### src/hw/rtl/rle816_pkg.sv
// shared constants, register indexes and the packer request type
// for the run-length encoder; no dependencies
package rle816_pkg;

  localparam int unsigned MaxBlock  = 128;
  localparam int unsigned IdxW      = $clog2(MaxBlock);
  localparam int unsigned FillW     = $clog2(MaxBlock + 1);
  localparam int unsigned SizeW     = FillW + 1;
  localparam int unsigned ElemW     = 16;
  localparam int unsigned WordBytes = 8;
  localparam int unsigned WordW     = 8 * WordBytes;
  localparam int unsigned CountW    = 4;
  localparam int unsigned LenW      = 16;
  localparam int unsigned CfgIdxW   = 1;
  localparam int unsigned CfgDataW  = 16;

  localparam logic [7:0] RepeatFlag = 8'h80;

  typedef enum logic [CfgIdxW-1:0] {
    REG_PIXEL_MODE      = 1'b0,
    REG_OUTPUT_CAPACITY = 1'b1
  } cfg_reg_e;

  // one byte or one end-of-item flush toward the word packer
  typedef struct packed {
    logic            push;
    logic            flush;
    logic [7:0]      data;
    logic            last;
    logic            failed;
    logic [LenW-1:0] len;
  } pk_req_t;

endpackage

### src/hw/rtl/rle816_if.sv
// valid/ready channel interfaces for source elements and packed result words
// depends on rle816_pkg
interface rle816_in_if;
  import rle816_pkg::*;
  logic             valid;
  logic             ready;
  logic [ElemW-1:0] element;
  logic             end_of_stream;

  modport source (output valid, output element, output end_of_stream, input ready);
  modport sink (input valid, input element, input end_of_stream, output ready);
endinterface

interface rle816_out_if;
  import rle816_pkg::*;
  logic              valid;
  logic              ready;
  logic [WordW-1:0]  packed_bytes;
  logic [CountW-1:0] byte_count;
  logic              final_word;
  logic              failed;
  logic [LenW-1:0]   encoded_length;

  modport source (output valid, output packed_bytes, output byte_count, output final_word,
                  output failed, output encoded_length, input ready);
  modport sink (input valid, input packed_bytes, input byte_count, input final_word,
                input failed, input encoded_length, output ready);
endinterface

### src/hw/rtl/run_length_encoder_8_16_core.sv
// Run-length encoder in the PackBits style for byte or 16-bit pixel elements. Each transfer
// on the input carries one element; runs of 2..128 equal elements become a repeat block
// (0x80|(n-1), element) and other elements gather in a 128-entry literal store and leave as
// (n-1, elements). The bytes caused by one element are packed into 8-byte result words,
// first byte in bits 7:0; the last word of a stream has final_word set and reports the
// total length, or failed with length 0 once a block did not fit in output_capacity.
// Elements are handled one at a time: an item steps through the decide, tail and flush
// states, and each block it writes adds a reservation step and a control byte before the
// encoded element bytes (the emitter moves one byte per cycle while the packer is ready and
// reads the literal store through its single read port).
// Configuration registers: index 0 pixel_mode, index 1 output_capacity; the user is to have
// them written only when idle, and the block itself does not enforce this.
// depends on rle816_pkg, rle816_if, rle816_lit_mem and rle816_packer
module run_length_encoder_8_16_core import rle816_pkg::*; (
  input  logic                clk_i,
  input  logic                rst_ni,
  rle816_in_if.sink           in_i,
  rle816_out_if.source        out_o,
  input  logic                cfg_we_i,
  input  logic [CfgIdxW-1:0]  cfg_idx_i,
  input  logic [CfgDataW-1:0] cfg_data_i
);

  typedef enum logic [8:0] {
    S_IDLE   = 9'b000000001,
    S_DECIDE = 9'b000000010,
    S_TAIL   = 9'b000000100,
    S_TAIL2  = 9'b000001000,
    S_RSV    = 9'b000010000,
    S_CTRL   = 9'b000100000,
    S_LO     = 9'b001000000,
    S_HI     = 9'b010000000,
    S_FLUSH  = 9'b100000000
  } state_e;

  state_e           state_q, state_d;
  state_e           ret_q, ret_d;
  logic [ElemW-1:0] x_q, x_d;
  logic             eos_q, eos_d;
  logic [ElemW-1:0] held_q, held_d;
  logic [FillW-1:0] rep_q, rep_d;
  logic [FillW-1:0] fill_q, fill_d;
  logic [LenW-1:0]  bytes_q, bytes_d;
  logic             ovf_q, ovf_d;
  logic             kind_lit_q, kind_lit_d;
  logic             load_after_q, load_after_d;
  logic [IdxW-1:0]  idx_q, idx_d;
  logic             pixel_mode_q;
  logic [LenW-1:0]  cap_q;

  logic             mem_we;
  logic             mem_re;
  logic [IdxW-1:0]  mem_raddr;
  logic [ElemW-1:0] mem_rdata;
  pk_req_t          pk_req;
  logic             pk_ready;

  logic             emit_done;
  logic [ElemW-1:0] elem_out;
  logic [FillW-1:0] blk_n;
  logic [SizeW-1:0] blk_size;
  logic [LenW:0]    new_total;
  logic             last_idx;
  logic [6:0]       ctrl_cnt;

  assign elem_out  = kind_lit_q ? mem_rdata : held_q;
  assign blk_n     = kind_lit_q ? fill_q : FillW'(1);
  assign blk_size  = SizeW'(1) + (pixel_mode_q ? {blk_n, 1'b0} : {1'b0, blk_n});
  assign new_total = (LenW+1)'(bytes_q) + (LenW+1)'(blk_size);
  assign last_idx  = ((FillW'(idx_q) + FillW'(1)) == fill_q);
  assign ctrl_cnt  = kind_lit_q ? 7'(fill_q - FillW'(1)) : 7'(rep_q - FillW'(1));

  assign in_i.ready = (state_q == S_IDLE);

  always_comb begin
    state_d      = state_q;
    ret_d        = ret_q;
    x_d          = x_q;
    eos_d        = eos_q;
    held_d       = held_q;
    rep_d        = rep_q;
    fill_d       = fill_q;
    bytes_d      = bytes_q;
    ovf_d        = ovf_q;
    kind_lit_d   = kind_lit_q;
    load_after_d = load_after_q;
    idx_d        = idx_q;
    mem_we       = 1'b0;
    mem_re       = 1'b0;
    mem_raddr    = idx_q;
    pk_req       = '0;
    emit_done    = 1'b0;

    case (state_q)
      S_IDLE: begin
        if (in_i.valid) begin
          x_d     = pixel_mode_q ? in_i.element : {8'h00, in_i.element[7:0]};
          eos_d   = in_i.end_of_stream;
          state_d = S_DECIDE;
        end
      end
      S_DECIDE: begin
        if (rep_q == '0) begin
          held_d  = x_q;
          rep_d   = FillW'(1);
          state_d = S_TAIL;
        end else if ((x_q == held_q) && (rep_q < FillW'(MaxBlock))) begin
          rep_d = rep_q + FillW'(1);
          // a run begins: whatever gathered before it leaves as a literal
          if ((rep_q == FillW'(1)) && (fill_q != '0)) begin
            kind_lit_d = 1'b1;
            ret_d      = S_TAIL;
            state_d    = S_RSV;
          end else begin
            state_d = S_TAIL;
          end
        end else if ((x_q == held_q) || (rep_q >= FillW'(2))) begin
          // run ends or hits its limit; the new element is held after the block
          kind_lit_d   = 1'b0;
          load_after_d = 1'b1;
          ret_d        = S_TAIL;
          state_d      = S_RSV;
        end else begin
          mem_we = 1'b1;
          fill_d = fill_q + FillW'(1);
          held_d = x_q;
          rep_d  = FillW'(1);
          if (fill_q == FillW'(MaxBlock - 1)) begin
            kind_lit_d = 1'b1;
            ret_d      = S_TAIL;
            state_d    = S_RSV;
          end else begin
            state_d = S_TAIL;
          end
        end
      end
      S_TAIL: begin
        if (!eos_q) begin
          state_d = S_FLUSH;
        end else if (rep_q >= FillW'(2)) begin
          kind_lit_d = 1'b0;
          ret_d      = S_TAIL2;
          state_d    = S_RSV;
        end else if (rep_q == FillW'(1)) begin
          mem_we = 1'b1;
          fill_d = fill_q + FillW'(1);
          if (fill_q == FillW'(MaxBlock - 1)) begin
            kind_lit_d = 1'b1;
            ret_d      = S_TAIL2;
            state_d    = S_RSV;
          end else begin
            state_d = S_TAIL2;
          end
        end else begin
          state_d = S_TAIL2;
        end
      end
      S_TAIL2: begin
        if (fill_q != '0) begin
          kind_lit_d = 1'b1;
          ret_d      = S_FLUSH;
          state_d    = S_RSV;
        end else begin
          state_d = S_FLUSH;
        end
      end
      S_RSV: begin
        if (ovf_q) begin
          emit_done = 1'b1;
        end else if (new_total > (LenW+1)'(cap_q)) begin
          ovf_d     = 1'b1;
          emit_done = 1'b1;
        end else begin
          bytes_d = new_total[LenW-1:0];
          state_d = S_CTRL;
        end
      end
      S_CTRL: begin
        pk_req.push = 1'b1;
        pk_req.data = kind_lit_q ? {1'b0, ctrl_cnt} : (RepeatFlag | {1'b0, ctrl_cnt});
        if (pk_ready) begin
          idx_d     = '0;
          mem_re    = 1'b1;
          mem_raddr = '0;
          state_d   = S_LO;
        end
      end
      S_LO: begin
        pk_req.push = 1'b1;
        pk_req.data = elem_out[7:0];
        if (pk_ready) begin
          if (pixel_mode_q) begin
            state_d = S_HI;
          end else if (kind_lit_q && !last_idx) begin
            idx_d     = idx_q + IdxW'(1);
            mem_re    = 1'b1;
            mem_raddr = idx_q + IdxW'(1);
          end else begin
            emit_done = 1'b1;
          end
        end
      end
      S_HI: begin
        pk_req.push = 1'b1;
        pk_req.data = elem_out[15:8];
        if (pk_ready) begin
          if (kind_lit_q && !last_idx) begin
            idx_d     = idx_q + IdxW'(1);
            mem_re    = 1'b1;
            mem_raddr = idx_q + IdxW'(1);
            state_d   = S_LO;
          end else begin
            emit_done = 1'b1;
          end
        end
      end
      S_FLUSH: begin
        pk_req.flush  = 1'b1;
        pk_req.last   = eos_q;
        pk_req.failed = ovf_q;
        pk_req.len    = ovf_q ? '0 : bytes_q;
        if (pk_ready) begin
          if (eos_q) begin
            fill_d  = '0;
            held_d  = '0;
            rep_d   = '0;
            bytes_d = '0;
            ovf_d   = 1'b0;
          end
          state_d = S_IDLE;
        end
      end
      default: begin
        state_d = S_IDLE;
      end
    endcase

    // block finished or skipped: a literal always empties the store
    if (emit_done) begin
      if (kind_lit_q) begin
        fill_d = '0;
      end
      if (load_after_q) begin
        held_d       = x_q;
        rep_d        = FillW'(1);
        load_after_d = 1'b0;
      end
      state_d = ret_q;
    end
  end

  always_ff @(posedge clk_i or negedge rst_ni) begin
    if (!rst_ni) begin
      state_q      <= S_IDLE;
      ret_q        <= S_IDLE;
      eos_q        <= 1'b0;
      held_q       <= '0;
      rep_q        <= '0;
      fill_q       <= '0;
      bytes_q      <= '0;
      ovf_q        <= 1'b0;
      kind_lit_q   <= 1'b0;
      load_after_q <= 1'b0;
      idx_q        <= '0;
    end else begin
      state_q      <= state_d;
      ret_q        <= ret_d;
      eos_q        <= eos_d;
      held_q       <= held_d;
      rep_q        <= rep_d;
      fill_q       <= fill_d;
      bytes_q      <= bytes_d;
      ovf_q        <= ovf_d;
      kind_lit_q   <= kind_lit_d;
      load_after_q <= load_after_d;
      idx_q        <= idx_d;
    end
  end

  always_ff @(posedge clk_i) begin
    x_q <= x_d;
  end

  always_ff @(posedge clk_i or negedge rst_ni) begin
    if (!rst_ni) begin
      pixel_mode_q <= 1'b0;
      cap_q        <= '1;
    end else if (cfg_we_i) begin
      case (cfg_reg_e'(cfg_idx_i))
        REG_PIXEL_MODE:      pixel_mode_q <= cfg_data_i[0];
        REG_OUTPUT_CAPACITY: cap_q        <= cfg_data_i[LenW-1:0];
        default: begin
        end
      endcase
    end
  end

  rle816_lit_mem u_lit_mem (
    .clk_i   (clk_i),
    .we_i    (mem_we),
    .waddr_i (fill_q[IdxW-1:0]),
    .wdata_i (held_q),
    .re_i    (mem_re),
    .raddr_i (mem_raddr),
    .rdata_o (mem_rdata)
  );

  rle816_packer u_packer (
    .clk_i   (clk_i),
    .rst_ni  (rst_ni),
    .req_i   (pk_req),
    .ready_o (pk_ready),
    .out_o   (out_o)
  );

  a_fill_range: assert property (@(posedge clk_i) disable iff (!rst_ni)
    fill_q <= FillW'(MaxBlock) && rep_q <= FillW'(MaxBlock))
    else $error("literal fill or run length out of range");

  // nothing held means nothing gathered either
  a_empty_store: assert property (@(posedge clk_i) disable iff (!rst_ni)
    (rep_q == '0) |-> (fill_q == '0))
    else $error("literal store filled while no element held");

  a_stream_clear: assert property (@(posedge clk_i) disable iff (!rst_ni)
    (state_q == S_FLUSH) && eos_q && pk_ready |=>
      (rep_q == '0) && (bytes_q == '0) && !ovf_q)
    else $error("stream state not cleared after final transfer");

endmodule

### src/hw/rtl/rle816_lit_mem.sv
// literal store: single write port, single read port, registered read data
// depends on rle816_pkg
module rle816_lit_mem import rle816_pkg::*; (
  input  logic             clk_i,
  input  logic             we_i,
  input  logic [IdxW-1:0]  waddr_i,
  input  logic [ElemW-1:0] wdata_i,
  input  logic             re_i,
  input  logic [IdxW-1:0]  raddr_i,
  output logic [ElemW-1:0] rdata_o
);

  logic [ElemW-1:0] mem_q [MaxBlock];
  logic [ElemW-1:0] rdata_q;

  always_ff @(posedge clk_i) begin
    if (we_i) begin
      mem_q[waddr_i] <= wdata_i;
    end
  end

  always_ff @(posedge clk_i) begin
    if (re_i) begin
      rdata_q <= mem_q[raddr_i];
    end
  end

  assign rdata_o = rdata_q;

endmodule

### src/hw/rtl/rle816_packer.sv
// packs the byte stream of one item into 8-byte words behind an output register
// depends on rle816_pkg and rle816_out_if
module rle816_packer import rle816_pkg::*; (
  input  logic    clk_i,
  input  logic    rst_ni,
  input  pk_req_t req_i,
  output logic    ready_o,
  rle816_out_if.source out_o
);

  logic [WordW-1:0]  acc_q, acc_d;
  logic [CountW-1:0] cnt_q, cnt_d;
  logic              out_valid_q, out_valid_d;
  logic [WordW-1:0]  out_bytes_q, out_bytes_d;
  logic [CountW-1:0] out_cnt_q, out_cnt_d;
  logic              out_last_q, out_last_d;
  logic              out_failed_q, out_failed_d;
  logic [LenW-1:0]   out_len_q, out_len_d;

  logic       out_free;
  logic       cnt_full;
  logic       fresh;
  logic [2:0] pos;

  assign out_free = !out_valid_q || out_o.ready;
  assign cnt_full = (cnt_q == CountW'(WordBytes));
  assign fresh    = (cnt_q == '0) || cnt_full;
  assign pos      = fresh ? 3'd0 : cnt_q[2:0];

  always_comb begin
    if (req_i.flush) begin
      ready_o = ((cnt_q == '0) && !req_i.last) || out_free;
    end else begin
      ready_o = !cnt_full || out_free;
    end
  end

  always_comb begin
    acc_d        = acc_q;
    cnt_d        = cnt_q;
    out_valid_d  = out_valid_q && !out_o.ready;
    out_bytes_d  = out_bytes_q;
    out_cnt_d    = out_cnt_q;
    out_last_d   = out_last_q;
    out_failed_d = out_failed_q;
    out_len_d    = out_len_q;

    if (req_i.push && ready_o) begin
      if (cnt_full) begin
        out_valid_d  = 1'b1;
        out_bytes_d  = acc_q;
        out_cnt_d    = cnt_q;
        out_last_d   = 1'b0;
        out_failed_d = 1'b0;
        out_len_d    = '0;
      end
      for (int i = 0; i < WordBytes; i++) begin
        if (3'(i) == pos) begin
          acc_d[8*i +: 8] = req_i.data;
        end else if (fresh) begin
          acc_d[8*i +: 8] = 8'h00;
        end
      end
      cnt_d = CountW'(pos) + CountW'(1);
    end else if (req_i.flush && ready_o && ((cnt_q != '0) || req_i.last)) begin
      out_valid_d  = 1'b1;
      out_bytes_d  = (cnt_q == '0) ? '0 : acc_q;
      out_cnt_d    = cnt_q;
      out_last_d   = req_i.last;
      out_failed_d = req_i.last && req_i.failed;
      out_len_d    = req_i.last ? req_i.len : '0;
      cnt_d        = '0;
    end else if (req_i.flush && ready_o) begin
      cnt_d = '0;
    end
  end

  always_ff @(posedge clk_i or negedge rst_ni) begin
    if (!rst_ni) begin
      cnt_q       <= '0;
      out_valid_q <= 1'b0;
    end else begin
      cnt_q       <= cnt_d;
      out_valid_q <= out_valid_d;
    end
  end

  always_ff @(posedge clk_i) begin
    acc_q        <= acc_d;
    out_bytes_q  <= out_bytes_d;
    out_cnt_q    <= out_cnt_d;
    out_last_q   <= out_last_d;
    out_failed_q <= out_failed_d;
    out_len_q    <= out_len_d;
  end

  assign out_o.valid          = out_valid_q;
  assign out_o.packed_bytes   = out_bytes_q;
  assign out_o.byte_count     = out_cnt_q;
  assign out_o.final_word     = out_last_q;
  assign out_o.failed         = out_failed_q;
  assign out_o.encoded_length = out_len_q;

  // an empty word only ever closes a stream
  a_empty_is_final: assert property (@(posedge clk_i) disable iff (!rst_ni)
    out_valid_q |-> (out_cnt_q != '0) || out_last_q)
    else $error("empty result word without final flag");

  a_cnt_range: assert property (@(posedge clk_i) disable iff (!rst_ni)
    cnt_q <= CountW'(WordBytes))
    else $error("packer byte count out of range");

endmodule
### src/flat_wrapper.sv
// flat-port wrapper written by rule: the top's interface ports become plain ports
module run_length_encoder_8_16_core_flat import rle816_pkg::*;
  (clk_i, rst_ni, cfg_we_i, cfg_idx_i, cfg_data_i, in_i_valid, in_i_element, in_i_end_of_stream, in_i_ready, out_o_valid, out_o_packed_bytes, out_o_byte_count, out_o_final_word, out_o_failed, out_o_encoded_length, out_o_ready);
  rle816_in_if in_i_i ();
  rle816_out_if out_o_i ();
  input  logic clk_i;
  input  logic rst_ni;
  input  logic cfg_we_i;
  input  logic [CfgIdxW-1:0] cfg_idx_i;
  input  logic [CfgDataW-1:0] cfg_data_i;
  input wire logic [$bits(in_i_i.valid)-1:0] in_i_valid;
  input wire logic [$bits(in_i_i.element)-1:0] in_i_element;
  input wire logic [$bits(in_i_i.end_of_stream)-1:0] in_i_end_of_stream;
  output wire logic [$bits(in_i_i.ready)-1:0] in_i_ready;
  output wire logic [$bits(out_o_i.valid)-1:0] out_o_valid;
  output wire logic [$bits(out_o_i.packed_bytes)-1:0] out_o_packed_bytes;
  output wire logic [$bits(out_o_i.byte_count)-1:0] out_o_byte_count;
  output wire logic [$bits(out_o_i.final_word)-1:0] out_o_final_word;
  output wire logic [$bits(out_o_i.failed)-1:0] out_o_failed;
  output wire logic [$bits(out_o_i.encoded_length)-1:0] out_o_encoded_length;
  input wire logic [$bits(out_o_i.ready)-1:0] out_o_ready;
  assign in_i_i.valid = in_i_valid;
  assign in_i_i.element = in_i_element;
  assign in_i_i.end_of_stream = in_i_end_of_stream;
  assign in_i_ready = in_i_i.ready;
  assign out_o_valid = out_o_i.valid;
  assign out_o_packed_bytes = out_o_i.packed_bytes;
  assign out_o_byte_count = out_o_i.byte_count;
  assign out_o_final_word = out_o_i.final_word;
  assign out_o_failed = out_o_i.failed;
  assign out_o_encoded_length = out_o_i.encoded_length;
  assign out_o_i.ready = out_o_ready;
  run_length_encoder_8_16_core u_core (.clk_i(clk_i), .rst_ni(rst_ni), .in_i(in_i_i), .out_o(out_o_i), .cfg_we_i(cfg_we_i), .cfg_idx_i(cfg_idx_i), .cfg_data_i(cfg_data_i));
endmodule
### config.mk
export PLATFORM = sky130hd
export DESIGN_NAME = run_length_encoder_8_16_core_flat
export DESIGN_NICKNAME = d
export VERILOG_FILES = /design/src/hw/rtl/rle816_pkg.sv /design/src/hw/rtl/rle816_if.sv /design/src/hw/rtl/run_length_encoder_8_16_core.sv /design/src/hw/rtl/rle816_lit_mem.sv /design/src/hw/rtl/rle816_packer.sv /design/src/flat_wrapper.sv
export SDC_FILE = /design/constraint.sdc
export NUM_CORES = 2
export LEC_CHECK = 0
export BUFFER_PORTS_ARGS = -buffer_cell sky130_fd_sc_hd__clkbuf_2
export CAP_MARGIN = 20
export CORE_AREA = 2 2 558 671
export DETAILED_ROUTE_END_ITERATION = 7
export DIE_AREA = 0 0 560 673
export GPL_TIMING_DRIVEN = 0
export SYNTH_ARGS = -nofsm -noshare
export SYNTH_HDL_FRONTEND = slang
export SYNTH_HIERARCHICAL = 1
export SYNTH_SLANG_ARGS = --single-unit
### constraint.sdc
create_clock -name clk_i -period 16.7 [get_ports clk_i]
set_input_delay 5.01 -clock clk_i [delete_from_list [all_inputs] [get_ports clk_i]]
set_output_delay 5.01 -clock clk_i [all_outputs]
set_load 0.1 [all_outputs]
Yosys cells after proc, flatten, opt, wreduce, memory -nomap -nowiden
Memory sizes are Yosys's and may differ from the RTL's. A register that Yosys moved wholly into a read port is not among the register bits.
Cells that the tools add are included.

storage, ports and cells
  logic and storage cells = 295
  latch bits = 0
  memories kept = 1
  ROM bits = 0
  RAM bits = 2048
  register bits after elaboration = 265

cells by class
  bitwise operators = 1
  reductions and logical operators = 55
  magnitude comparators = 3
  $mul = 0
  mux-type cells = 154
  equality and inequality tests = 42
  add/subtract/negate cells = 9
  shifts and indexed selects = 0
  div/mod/pow operators = 0

memory list
  memory                  depth  bits a word  read ports  clocked after Yosys merged registers in  write ports  line                  text
  u_core.u_lit_mem.mem_q  128    16           1           1                                        1            rle816_lit_mem.sv:13  logic [ElemW-1:0] mem_q [MaxBlock];

operator list
  kind                   number
  $mux W16               17
  $mux W64               4
  $mux W9                27
  $mux W8                28
  $pmux W9 S9            1
  $pmux W16 S2           2
  $pmux W8 S3            2
  $mux W1                47
  $mux W7                6
  $pmux W9 S3            1
  $mux W4                6
  $reduce_and A2 Y1      12
  $pmux W7 S3            1
  $mux W5                4
  $reduce_bool A2 Y1     10
  $mux W18               1
  $ne A3 B2 Y1 const B   6
  $add A16 B9 Y17        1
  $gt A17 B16 Y1         1
  $add A8 B1 Y8 const B  2
  $eq A16 B16 Y1         1
  $pmux W8 S2            1
  $sub A7 B1 Y7 const B  2
  $eq A3 B3 Y1 const A   4
  other kinds (45)       77

Depth between registers and ports, before layout
  depth in word-level cells = 10
  gate-level depth with buffers = 30
  gate-level depth less buffers = 24

Hierarchy
Netlist, hierarchy kept.

by module, submodules not included
  module                        area each (um^2)  instances  cells each
  rle816_lit_mem                78706.7           1          3086
  run_length_encoder_8_16_core  7175.6            1          772
  rle816_packer                 6324.8            1          385

Least setup slack after synthesis
No wires, ideal clock.

  path kind = in2reg
  start = in out_o_ready
  end = reg u_core.u_packer.out_cnt_q[0], in the netlist u_core/u_packer/out_o.byte_count[0] (enable)
  required time = 16.064 ns
  arrival time = 10.905 ns
  path slack = 5.159 ns
  stages on the path = 2
  buffers on the path = 0
  cell sequence = nor2b_1 nor3_1

between the ends
  longest elaborated chain between the ends = 7

ends and longest elaborated chain
  what                                          line                                      text
  from (decl)                                   flat_wrapper.sv:21                        input wire logic [$bits(out_o_i.ready)-1:0] out_o_ready;
  $logic_or A1 B1 Y1 *                          rle816_packer.sv:25                       assign out_free = !out_valid_q || out_o.ready;
  $logic_or A1 B1 Y1, on equally long branches  rle816_packer.sv:34, rle816_packer.sv:32
  $mux W1 *                                     rle816_packer.sv:31                       if (req_i.flush) begin
  $logic_and A1 B1 Y1 (2 in series)             rle816_packer.sv:65                       end else if (req_i.flush && ready_o && ((cnt_q != '0) || req_i.last)) begin
  $reduce_bool A2 Y1 (no line)                  --
  $reduce_and A2 Y1 (no line) *                 --
  to (signal assigned)                          rle816_packer.sv:91                       out_cnt_q <= out_cnt_d;
  to (decl)                                     rle816_packer.sv:15                       logic [CountW-1:0] out_cnt_q, out_cnt_d;

Every way passes the cells marked *; elsewhere a longest branch is shown, timed or not.
A chain may end at the register's enable or synchronous reset.

Final worst setup path
  start = in out_o_ready
  end = reg u_core.u_lit_mem.rdata_q[12], in the netlist u_core/u_lit_mem/rdata_o[12] (read register of u_core.u_lit_mem.mem_q) (data pin)

between the ends
  longest elaborated chain between the ends = 5

ends and longest elaborated chain
  what                                          line                                      text
  $logic_or A1 B1 Y1 *                          rle816_packer.sv:25
  $logic_or A1 B1 Y1, on equally long branches  rle816_packer.sv:34, rle816_packer.sv:32
  $mux W1 *                                     rle816_packer.sv:31
  named net u_core.pk_ready                     run_length_encoder_8_16_core.sv:56        logic pk_ready;
  $mux W7, on equally long branches             --
  $pmux W7 S3 *                                 run_length_encoder_8_16_core.sv:94        case (state_q)
  named net u_core.idx_d[0]                     run_length_encoder_8_16_core.sv:47        logic [IdxW-1:0] idx_q, idx_d;
  to (decl)                                     rle816_lit_mem.sv:14                      logic [ElemW-1:0] rdata_q;

The timed path passes the listed nets; every way through them passes the cells marked *.

==> impl_results.html <==
<table>
<tr><th>Metric</th><th>Value</th></tr>
<tr><th colspan="2">Synth</th></tr>
<tr><td>Combined area of all synthesized cells</td><td>92,200 um2</td></tr>
<tr><td>Post-synth EDFFs</td><td>2,230</td></tr>
<tr><td>Ranking of synthesized cells by area</td><td>sky130_fd_sc_hd__edfxtp_1, sky130_fd_sc_hd__mux4_2, sky130_fd_sc_hd__dfrtp_1, sky130_fd_sc_hd__nor2_1, sky130_fd_sc_hd__and2_1</td></tr>
<tr><td>Share of the synthesized area in the top cell type</td><td>72.6%</td></tr>
<tr><td>Register area share after synthesis</td><td>between 70% and 80%</td></tr>
<tr><td>Prevailing post-synth register cell</td><td>sky130_fd_sc_hd__edfxtp_1</td></tr>
<tr><td>Cell types with the highest counts after synthesis</td><td>sky130_fd_sc_hd__edfxtp_1, sky130_fd_sc_hd__mux4_2, sky130_fd_sc_hd__nor2_1</td></tr>
<tr><td>Mapped Nets</td><td>4,325</td></tr>
<tr><td>Share of synthesized flip-flops with an asynchronous set or reset</td><td>~4.0%</td></tr>
<tr><td>Library cell with the highest instance count after synthesis</td><td>sky130_fd_sc_hd__edfxtp_1</td></tr>
<tr><td>Cell accounting for the most synthesized area</td><td>sky130_fd_sc_hd__edfxtp_1</td></tr>
<tr><td>Number of warnings issued by yosys</td><td>6</td></tr>
<tr><td>Post-synthesis area per instance</td><td>21.7 um2</td></tr>
<tr><td>Cell variety after synth</td><td>85</td></tr>
<tr><td>Number of synthesized register bits</td><td>2,324</td></tr>
<tr><td>Count of mapped cells out of synthesis</td><td>between 4,000 and 5,000</td></tr>
<tr><th colspan="2">STA</th></tr>
<tr><td>Least-Margin Pin Slew</td><td>approximately 1.2 ns</td></tr>
<tr><td>Time the worst path needs with I/O delays and setup</td><td>between 10 and 15 ns</td></tr>
<tr><td>Max Slew Vio Count</td><td>0</td></tr>
<tr><td>RSZ-0062 raised after global routing</td><td>false</td></tr>
<tr><td>Total negative slack for setup checks</td><td>0 ns</td></tr>
<tr><td>Highest Clock Rate</td><td>93.2 MHz</td></tr>
<tr><td>Remaining max-slew budget at the tightest pin</td><td>a little over a fifth</td></tr>
<tr><td>Final period utilization</td><td>64.3%</td></tr>
<tr><td>Number of setup violations in the final report</td><td>0</td></tr>
<tr><td>Final-report hold violation count</td><td>0</td></tr>
<tr><td>Worst clock skew on the final layout</td><td>0.0729 ns</td></tr>
<tr><th colspan="2">CTS</th></tr>
<tr><td>Clock transition time at the flip-flop clock pins of the worst setup and hold paths</td><td>0.06 ns</td></tr>
<tr><td>Total of cells resized after clock tree synthesis</td><td>0</td></tr>
<tr><td>Buffers from clock root to sink, at most</td><td>4</td></tr>
<tr><td>Cts-stage hold buffer count</td><td>0</td></tr>
<tr><td>Clock net sink count</td><td>between 2,000 and 2,500</td></tr>
<tr><td>Root buffer selected by CTS</td><td>sky130_fd_sc_hd__clkbuf_16</td></tr>
<tr><td>Clock network latency to the later pin of the worst-skew pair</td><td>0.88 ns</td></tr>
<tr><td>CTS tree</td><td>done</td></tr>
<tr><td>Deepest level of the CTS H-tree</td><td>4</td></tr>
<tr><td>Number of buffers inserted during clock tree synthesis</td><td>219</td></tr>
<tr><td>Setup repair bufs after CTS</td><td>0</td></tr>
<tr><th colspan="2">Pwr</th></tr>
<tr><td>Fraction of power spent switching nets</td><td>27.6%</td></tr>
<tr><td>Power per unit of standard cell area</td><td>around 130 nW/um2</td></tr>
<tr><td>Clock network fraction of design power</td><td>34.0%</td></tr>
<tr><td>Part of the power in registers</td><td>51.2%</td></tr>
<tr><td>Lkg Pwr</td><td>about 33 nW</td></tr>
<tr><td>Combinational group share of total power</td><td>14.9%</td></tr>
<tr><td>Peak ir drop on the vdd network</td><td>0.0956 mV</td></tr>
<tr><td>Internal power</td><td>0.0105 W</td></tr>
<tr><td>Sw power</td><td>between 0.004 and 0.005 W</td></tr>
<tr><th colspan="2">Worst setup path</th></tr>
<tr><td>Combined buffer and inverter count along the critical path</td><td>7</td></tr>
<tr><td>Longest individual stage delay on the worst path</td><td>0.71 ns</td></tr>
<tr><td>Crit path kind</td><td>input port to flop</td></tr>
<tr><td>Worst endpoint data arrival time</td><td>11.34 ns</td></tr>
<tr><td>Critical Path Start Type</td><td>input port</td></tr>
<tr><td>Largest fanout of any net on the critical path</td><td>10</td></tr>
<tr><td>Required time reported for the critical path endpoint</td><td>17.31 ns</td></tr>
<tr><td>Critical Path Sink Type</td><td>flop</td></tr>
<tr><td>Reg2reg path depth</td><td>29</td></tr>
<tr><td>Register-to-register setup slack</td><td>between 7 and 8 ns</td></tr>
<tr><td>Category of cells accounting for the largest share of critical-path delay</td><td>buffers and inverters</td></tr>
<tr><td>Reg-to-Reg End</td><td>u_core/held_q[9]</td></tr>
<tr><td>Ordered cell list for the critical path</td><td>clkbuf_2 &gt; nand2b_1 &gt; clkbuf_1 &gt; a2bb2oi_1 &gt; clkbuf_1 &gt; inv_1 &gt; nor2_1 &gt; nand3_1 &gt; o21ai_0 &gt; buf_2 &gt; buf_2 &gt; buf_2 &gt; mux4_2 &gt; mux4_2 &gt; mux4_2 &gt; mux2_2</td></tr>
<tr><td>Cell depth of the worst setup path</td><td>16</td></tr>
<tr><td>Startpoint of the lowest-slack register-to-register path</td><td>u_core/kind_lit_q</td></tr>
<tr><td>Highest-delay cell along the critical path</td><td>sky130_fd_sc_hd__a2bb2oi_1</td></tr>
<tr><th colspan="2">GRT</th></tr>
<tr><td>Global-route usage over all layers</td><td>11.8%</td></tr>
<tr><td>Number of global-route vias before repair</td><td>45,600</td></tr>
<tr><td>Global-route wire length before repair</td><td>329 mm</td></tr>
<tr><td>Global route overflow</td><td>0</td></tr>
<tr><td>Number of antenna violations at the first check in global routing</td><td>15</td></tr>
<tr><td>Pin count of the biggest net entering global routing</td><td>98</td></tr>
<tr><th colspan="2">Placed design</th></tr>
<tr><td>Port Buffer Count</td><td>126</td></tr>
<tr><td>Post-DP HPWL</td><td>159 mm</td></tr>
<tr><td>Final weighted congestion of routability-driven global placement</td><td>about 0.91</td></tr>
<tr><th colspan="2">Finish</th></tr>
<tr><td>Multi-input logic area</td><td>around 22,000 um2</td></tr>
<tr><td>Storage cell area</td><td>69,400 um2</td></tr>
<tr><td>Final net count</td><td>4,818</td></tr>
<tr><td>Share of layout cells above drive strength 1</td><td>between 30% and 40%</td></tr>
<tr><td># fillers</td><td>35,900</td></tr>
<tr><td>Relative area change from synthesis to final layout</td><td>18.3%</td></tr>
<tr><td>Post-layout util</td><td>between 20% and 30%</td></tr>
<tr><th colspan="2">Route</th></tr>
<tr><td>1st-iter DRT viols</td><td>about 4,600</td></tr>
<tr><td>Detailed-route via count</td><td>approximately 45,000</td></tr>
<tr><td>Number of nets with antenna violations after routing</td><td>0</td></tr>
<tr><td>Total length of routed wires</td><td>~230 mm</td></tr>
<tr><td>Count of TritonRoute iterations in the first routing pass</td><td>8</td></tr>
<tr><td>Wire length per cell after detailed routing</td><td>between 20 and 25 um</td></tr>
<tr><td>Via/cell ratio</td><td>4.56</td></tr>
<tr><td>Detailed-route DRC error count</td><td>0</td></tr>
<tr><th colspan="2">Min path</th></tr>
<tr><td>Type of the worst min-delay path</td><td>flop to flop</td></tr>
<tr><td>Min-Delay Path Depth</td><td>2</td></tr>
<tr><td>Launch instance of the worst min-delay path</td><td>u_core/ret_q[2]</td></tr>
<tr><td>Capture endpoint of the worst hold path</td><td>u_core/state_q[2]</td></tr>
<tr><th colspan="2">Job</th></tr>
<tr><td>Max capacitance violation total</td><td>0</td></tr>
<tr><th colspan="2">Die</th></tr>
<tr><td>Number of ports placed on the die boundary</td><td>127</td></tr>
<tr><td>Initial Util</td><td>24.9%</td></tr>
<tr><td>Vertical die dimension</td><td>673 um</td></tr>
<tr><td>Site Rows</td><td>245</td></tr>
<tr><td>X dimension of the die</td><td>560 um</td></tr>
<tr><td>Std-Cell Core Area</td><td>370,000 um2</td></tr>
<tr><td>Die footprint</td><td>377,000 um2</td></tr>
<tr><th colspan="2">Status</th></tr>
<tr><td>Run status</td><td>completed</td></tr>
</table>
==> cell usage in the layout (no fill, tap or decap), types with 32 or more instances in the layout <==
| cell type | instances |
|---|---|
| sky130_fd_sc_hd__clkbuf_2 | 137 |
| sky130_fd_sc_hd__nand2_1 | 68 |
| sky130_fd_sc_hd__clkinv_1 | 32 |
| sky130_fd_sc_hd__and2_1 | 107 |
| sky130_fd_sc_hd__buf_8 | 84 |
| sky130_fd_sc_hd__clkinv_2 | 50 |
| sky130_fd_sc_hd__nor2_2 | 120 |
| sky130_fd_sc_hd__o21ai_0 | 45 |
| sky130_fd_sc_hd__dfrtp_1 | 60 |
| sky130_fd_sc_hd__clkbuf_16 | 222 |
| sky130_fd_sc_hd__nand3_1 | 40 |
| sky130_fd_sc_hd__and3_1 | 38 |
| sky130_fd_sc_hd__edfxtp_1 | 2230 |
| sky130_fd_sc_hd__a21oi_1 | 39 |
| sky130_fd_sc_hd__mux4_2 | 672 |
| sky130_fd_sc_hd__clkbuf_1 | 144 |
| sky130_fd_sc_hd__buf_2 | 59 |
| sky130_fd_sc_hd__mux2_2 | 44 |
| sky130_fd_sc_hd__nor2_1 | 62 |
| sky130_fd_sc_hd__ha_1 | 42 |
| sky130_fd_sc_hd__inv_1 | 48 |
==> stage by stage <==
step	std cells	hold WS, ns	setup WS [ns]	power (W)	instance area (um2)
after floorplan	4243	0.444	5.16	0.00868	92200
after global placement	9309	0.476	3.39	0.00965	99000
after detailed placement	9452	0.471	5.10	0.00973	102000
after CTS	9839	0.477	6.01	0.0147	109000
after global routing	9843	0.507	5.83	0.0150	109000
final	9847	0.476	5.97	0.0146	109000
==> per-layer routing <==
layer	up-vias	GRT usage, %	routed length [um]
met5	-	0	0
li1	18700	-	-
met3	387	1.72	14300
met2	1683	20.8	117000
met4	0	4.31	8520
met1	24200	14.6	88700
==> power groups by stage <==
stage	Sequential, W	Clock, W	Combinational, W
2_1_floorplan	0.00783	0	0.000854
3_3_place_gp	0.00810	0	0.00155
3_5_place_dp	0.00757	0	0.00216
4_1_cts	0.00745	0.00505	0.00217
5_1_grt	0.00748	0.00526	0.00229
6_report	0.00745	0.00494	0.00216
==> registers in the layout, summed over array words and instances, names as in the netlist, 9 cells and up <==
| register | count |
|---|---|
| u_core/held_q | 16 |
| u_core/u_packer/out_o.encoded_length | 16 |
| u_core/bytes_q | 16 |
| u_core/u_lit_mem/mem_q | 2048 |
| u_core/u_packer/acc_q | 64 |
| u_core/x_q | 16 |
| u_core/u_packer/out_o.packed_bytes | 64 |
| u_core/state_q | 9 |
| u_core/cap_q | 16 |
| u_core/u_lit_mem/rdata_o | 16 |
==> final cells by class <==
type                       instances  share of cell area [%]
antenna                            5                  0.0115
sequential                      2324                    63.6
timing repair buffer             272                    2.86
clock buffer                     260                    5.25
inverter                          48                   0.165
tap                             4940                    5.67
multi-input combinational       1648                    20.2
buffer                           223                   0.944
clock inverter                   127                    1.25
==> cells by family (layout without fill, tap and decap cells) <==
family	after synthesis	in the layout	synth area share, %
flip-flops	2324	2324	75.2
multiplexers	739	739	17.2
AND/OR/NAND/NOR	565	565	3.20
buffers and inverters	271	930	1.30
AO/OA/AOI/OAI	256	256	2.09
XOR/XNOR	45	45	0.427
adder cells (fa/ha/maj)	43	43	0.592
other	0	5	0
==> worst max-delay path by stage <==
stage           startpoint                                       end  slack (ns)
6_report       out_o_ready              u_core/u_lit_mem/rdata_o[12]        5.97
4_1_cts        out_o_ready              u_core/u_lit_mem/rdata_o[12]        6.01
5_1_grt        out_o_ready              u_core/u_lit_mem/rdata_o[12]        5.83
3_3_place_gp   out_o_ready  u_core/u_packer/out_o.encoded_length[10]        3.39
2_1_floorplan  out_o_ready       u_core/u_packer/out_o.byte_count[0]        5.16
3_5_place_dp   out_o_ready              u_core/u_lit_mem/rdata_o[12]        5.10
==> worst min-delay path: cells and delay by family, from the launching register on <==
| kind | cells | cell delay [ns] |
|---|---|---|
| and+or+nand+nor | 1 | 0.05 |
| AOI/OAI and AO/OA | 1 | 0.06 |
| DFF | 1 | 0.34 |
Note: power is estimated with default switching activity, not from simulation.
